===== src/btpl_pkg.sv =====
// ----------------------------------------------------------------------------
// Binary trie prefix lookup package
// Shared sizes, node layout and the command and status bundles between the
// walk controller and the trie datapath.
// ----------------------------------------------------------------------------
package btpl_pkg;

  localparam int unsigned NODES   = 65536;
  localparam int unsigned IDX_W   = $clog2(NODES);
  localparam int unsigned CNT_W   = IDX_W + 1;
  localparam int unsigned ADDR_W  = 32;
  localparam int unsigned LEN_W   = 6;
  localparam int unsigned HOP_W   = 8;
  localparam int unsigned DEPTH_W = 6;

  localparam logic [LEN_W-1:0]   MAX_LEN   = LEN_W'(ADDR_W);
  localparam logic [DEPTH_W-1:0] MAX_DEPTH = DEPTH_W'(ADDR_W);

  localparam logic KIND_LOOKUP = 1'b0;
  localparam logic KIND_INSERT = 1'b1;

  typedef struct packed {
    logic [IDX_W-1:0] left;
    logic [IDX_W-1:0] right;
    logic             valid;
    logic [HOP_W-1:0] hop;
  } node_t;

  typedef struct packed {
    logic load;
    logic step;
    logic emit;
  } cmd_t;

  typedef struct packed {
    logic done;
    logic out_free;
  } sts_t;

endpackage


===== src/btpl_ctrl.sv =====
// ----------------------------------------------------------------------------
// Binary trie prefix lookup controller
// Sequences one item at a time: accept, walk one trie level per cycle, then
// hand the result to the output register.
// ----------------------------------------------------------------------------
module btpl_ctrl
  import btpl_pkg::*;
(
  input  logic clk_i,
  input  logic rst_ni,
  input  logic in_valid_i,
  output logic in_ready_o,
  input  sts_t sts_i,
  output cmd_t cmd_o
);

  typedef enum logic [2:0] {
    ST_IDLE   = 3'b001,
    ST_WALK   = 3'b010,
    ST_RESULT = 3'b100
  } state_e;

  state_e state_d, state_q;

  always_comb begin
    state_d    = state_q;
    cmd_o      = '0;
    in_ready_o = 1'b0;
    case (state_q)
      ST_IDLE: begin
        in_ready_o = 1'b1;
        if (in_valid_i) begin
          cmd_o.load = 1'b1;
          state_d    = ST_WALK;
        end
      end
      ST_WALK: begin
        cmd_o.step = 1'b1;
        if (sts_i.done) begin
          state_d = ST_RESULT;
        end
      end
      ST_RESULT: begin
        if (sts_i.out_free) begin
          cmd_o.emit = 1'b1;
          state_d    = ST_IDLE;
        end
      end
      default: begin
        state_d = ST_IDLE;
      end
    endcase
  end

  always_ff @(posedge clk_i or negedge rst_ni) begin
    if (!rst_ni) begin
      state_q <= ST_IDLE;
    end else begin
      state_q <= state_d;
    end
  end

endmodule


===== config.mk =====
export PLATFORM = sky130hd
export DESIGN_NAME = btpl_ctrl
export DESIGN_NICKNAME = d
export VERILOG_FILES = /design/src/btpl_pkg.sv /design/src/btpl_ctrl.sv
export SDC_FILE = /design/constraint.sdc
export NUM_CORES = 1
export LEC_CHECK = 0
export BUFFER_PORTS_ARGS = -buffer_cell sky130_fd_sc_hd__clkbuf_2
export CORE_AREA = 2 2 39 41
export DETAILED_ROUTE_END_ITERATION = 10
export DIE_AREA = 0 0 41 43
export SETUP_SLACK_MARGIN = 0.5
export SYNTH_ARGS = -nofsm -noshare
export SYNTH_HDL_FRONTEND = slang
export SYNTH_SLANG_ARGS = --single-unit
export TNS_END_PERCENT = 1

===== constraint.sdc =====
create_clock -name clk_i -period 0.9 [get_ports clk_i]
set_input_delay 0.18 -clock clk_i [delete_from_list [all_inputs] [get_ports clk_i]]
set_output_delay 0.18 -clock clk_i [all_outputs]
set_load 0.01 [all_outputs]

### After elaboration in Yosys (flattened, before gate mapping)

Index checks and enable logic that the tools add are counted.

* divide/modulo/power cells: 0
* muxes and demuxes: 10
* bitwise gates (word level): 0
* add/subtract/negate cells: 0
* multiply operators: 0
* shift-type cells: 0
* order comparisons: 0
* equality and inequality tests: 6
* reduce and logical (&&, ||, !) cells: 1

Operators with widths (count)
* $mux W3: 3
* $pmux W3 S3: 1
* $mux W1: 6
* $ne A2 B2 Y1 const B: 3
* $eq A3 B1 Y1 const B: 1
* $eq A3 B2 Y1 const B: 1
* $eq A3 B3 Y1 const B: 1
* $reduce_and A3 Y1: 1

* memory bits (writable): 0
* ROM bits: 0
* memories: 0
* logic and storage cells: 18
* register bits after elaboration: 3
* bits in latches: 0
* input port bits: 5
* output and inout bits: 4

### Longest topological paths before layout

* word-level depth: 3
* mapped depth: 2
* depth with buffers taken out: 2

### Least setup slack after synthesis

No wires, ideal clock.

* path kind: reg-to-output
* start point: register state_q[0]
* end point: output port in_ready_o
* buffers on the path: 0
* stages on the path, launching flop included: 2
* data required time: 0.720 ns
* arrival time: 0.880 ns
* path slack: -0.160 ns
* path through: dfstp_2 > nor3b_1

* longest elaborated chain between the ends: 2

Ends and longest elaborated chain
* start: declaration: RTL line btpl_ctrl.sv:23 `state_e state_d, state_q;`
* start signal: assignment: RTL line btpl_ctrl.sv:59 `state_q <= state_d;`
* $eq A3 B1 Y1: RTL line btpl_ctrl.sv:29 `case (state_q)`
* $mux W1: RTL line btpl_ctrl.sv:29
* end: declaration: RTL line btpl_ctrl.sv:12 `output logic in_ready_o,`

No other way between the ends.

==> flow_metrics.tcl <==
set metrics [dict create \
    synth-edff-count 0 \
    worst_pin_slew_ns 0.190 \
    ys_types 9 \
    final.period_utilization 1.52 \
    synth-warning-count 0 \
    drc 0 \
    pwr-share-clk 0.272 \
    required_ns 0.72 \
    timing.fmax_mhz 730 \
    largest_register "state_q" \
    synth_top_area_share 0.290 \
    crit_path_start_kind "flop" \
    syn_inst 15 \
    clock_skew_ns 0.00551 \
    grt_max_degree 10 \
    syn2layout_area_growth_pct 73.2 \
    dp_hpwl_um 322 \
    cp_max_fo 6 \
    finalSetupViolations 7 \
    htree_levels 1 \
    grt_pass1_vias 163 \
    grt_use_total 0.0684 \
    layout-drive-gt1-share 0.724 \
    clock_latency_ns 0.24 \
    ir_drop_uv 586 \
    wl_per_cell_um 9.84 \
    hold_viol_final 3 \
    synth-seq-cells 3 \
    fin_tns_setup_ns -2.06 \
    die_h_um 43 \
    fin_ws_ns -0.471 \
    fin_cells 45 \
    clock-sinks 3 \
    place_congestion 0.721 \
    ys_seq_area_frac 0.442 \
    cts_inserted_buffers 3 \
    syn_area_um2 173 \
    synth_area_leaders "dfrtp_1 (29%), dfstp_2 (15%), and4bb_2 (14%), or3b_1 (10%), nand3b_1 (8.7%)" \
    largest_reg_flops 3 \
    cts.root.buffer_cell "clkbuf_4" \
    drv_slew 0 \
    start_util 0.125 \
    seq_power_share 0.325 \
    p_sw_frac 0.328 \
    cellLeakagePower_nw 0.121 \
    grt_overflow_total 0 \
    rows 14 \
    fillers 149 \
    synth_flop_cell "dfrtp_1" \
    drv_cap 0 \
    hp-class "primary input to asynchronous set/reset pin" \
    internal-power_uw 592 \
    ant_nets 0 \
    p_per_area_nw_per_um2 2950 \
    diodes 0 \
    fin_hold_ws_ns -0.268 \
    drtIter0Drc 9 \
    outcome "finished with violations" \
    final_core_util 0.216 \
    rsz0062_at_grt "yes" \
    cts.clk_slew.worst_paths_ns 0.04 \
    placed_cells 40 \
    num_vias 177 \
    cp.arrival_ns 1.19 \
    grt_first_pass_wirelength_um 724 \
    first_pass_iters 3 \
    max-slew-margin-rel 0.873 \
    vias_per_cell 3.93 \
    port-buffer-count 8 \
    dieWidth_um 41 \
    period_minus_slack_ns 1.37 \
    endpoint_kind "primary output" \
    die_area_um2 1760 \
    core_um2 1380 \
    biggestRegsByFlops "state_q x3" \
    critPathKind "flop to primary output" \
    synth_area_leader_cell "dfrtp_1" \
    ioPinCount 9 \
    synth.net_count 20 \
    nets 35 \
    violations "negative hold slack, negative setup slack" \
    cts_tree "yes" \
    p_comb_frac 0.403 \
    power_switching_uw 289 \
    async_flop_share 1.00 \
    clockBufferDepth 2 \
    syn-mean-instance-area_um2 11.5 \
    antenna_found_initial 0 \
    routed_wl_um 443 \
]
[per-layer routing]
layer,part of all wire,track usage
met4,0,0.0600
met5,0,0
met3,0.093,0.0628
met1,0.56,0.100
met2,0.35,0.0500
[cells in the final DEF (no fill, tap or decap)]
cell	n
clkbuf_1	1
or3b_1	2
buf_6	1
and4bb_2	2
buf_2	2
nor3_1	1
a21oi_1	2
dfstp_2	1
nor4b_2	1
clkbuf_4	3
dfrtp_2	2
buf_4	2
clkbuf_2	5
nand3b_1	2
nor3b_2	2
[logic make-up after synthesis]
kind of cell / count (synthesis) / share of synthesized area
AO/OA/AOI/OAI: 2 / 0.0580
flip-flops: 3 / 0.442
AND/OR/NAND/NOR: 10 / 0.500
[worst paths after layout]
check,from,to,slack [ns],depth (start not counted)
max in group asynchronous,rst_ni,state_q[0]$_DFFE_PN1P_,0.97,1
worst min register to register,state_q[2]$_DFFE_PN0P_,state_q[1]$_DFFE_PN0P_,0.51,1
worst min-delay path,rst_ni,state_q[1]$_DFFE_PN0P_,-0.27,1
worst max register to register,state_q[0]$_DFFE_PN1P_,state_q[1]$_DFFE_PN0P_,-0.18,3
min in group clk_i,sts_i[1],state_q[2]$_DFFE_PN0P_,0.20,3
worst max-delay path,state_q[0]$_DFFE_PN1P_,cmd_o[2],-0.47,2
[worst max-delay path, stage by stage, from the launching register on]
cell and delay [ns]:
dfstp_2 0.56, and4bb_2 0.28, buf_6 0.11
[per-stage QoR]
step / hold WS, ns / setup slack, ns / cell area [um2] / power [mW]
after floorplan: -0.116 / -0.105 / 183 / 0.448
after global placement: -0.0186 / -0.226 / 250 / 0.579
after detailed placement: -0.0187 / -0.232 / 250 / 0.578
after CTS: -0.278 / -0.497 / 279 / 0.838
after global routing: -0.264 / -0.500 / 299 / 0.950
final: -0.268 / -0.471 / 299 / 0.881
[final cells by class]
type	instances	area [um2]	share of cell area
Multi-Input combinational cell	12	113	0.377
Sequential cell	3	78.8	0.264
Tap cell	16	20.0	0.0669
Timing Repair Buffer	10	61.3	0.205
Clock buffer	4	26.3	0.0879
[power groups by stage]
stage | registers, mW | clock network [mW] | logic (mW)
2_1_floorplan | 0.267 | 0 | 0.180
3_3_place_gp | 0.282 | 0 | 0.297
3_5_place_dp | 0.282 | 0 | 0.296
4_1_cts | 0.285 | 0.255 | 0.298
5_1_grt | 0.307 | 0.253 | 0.390
6_report | 0.286 | 0.240 | 0.355
[timing repair]
action,4_1_cts,5_1_grt
hold endpoints to repair,3,3
setup endpoints to repair,7,7
pin swaps,0,3
resized for setup,2,5
buffers inserted,0,1
(Power assumes the default switching activity.)
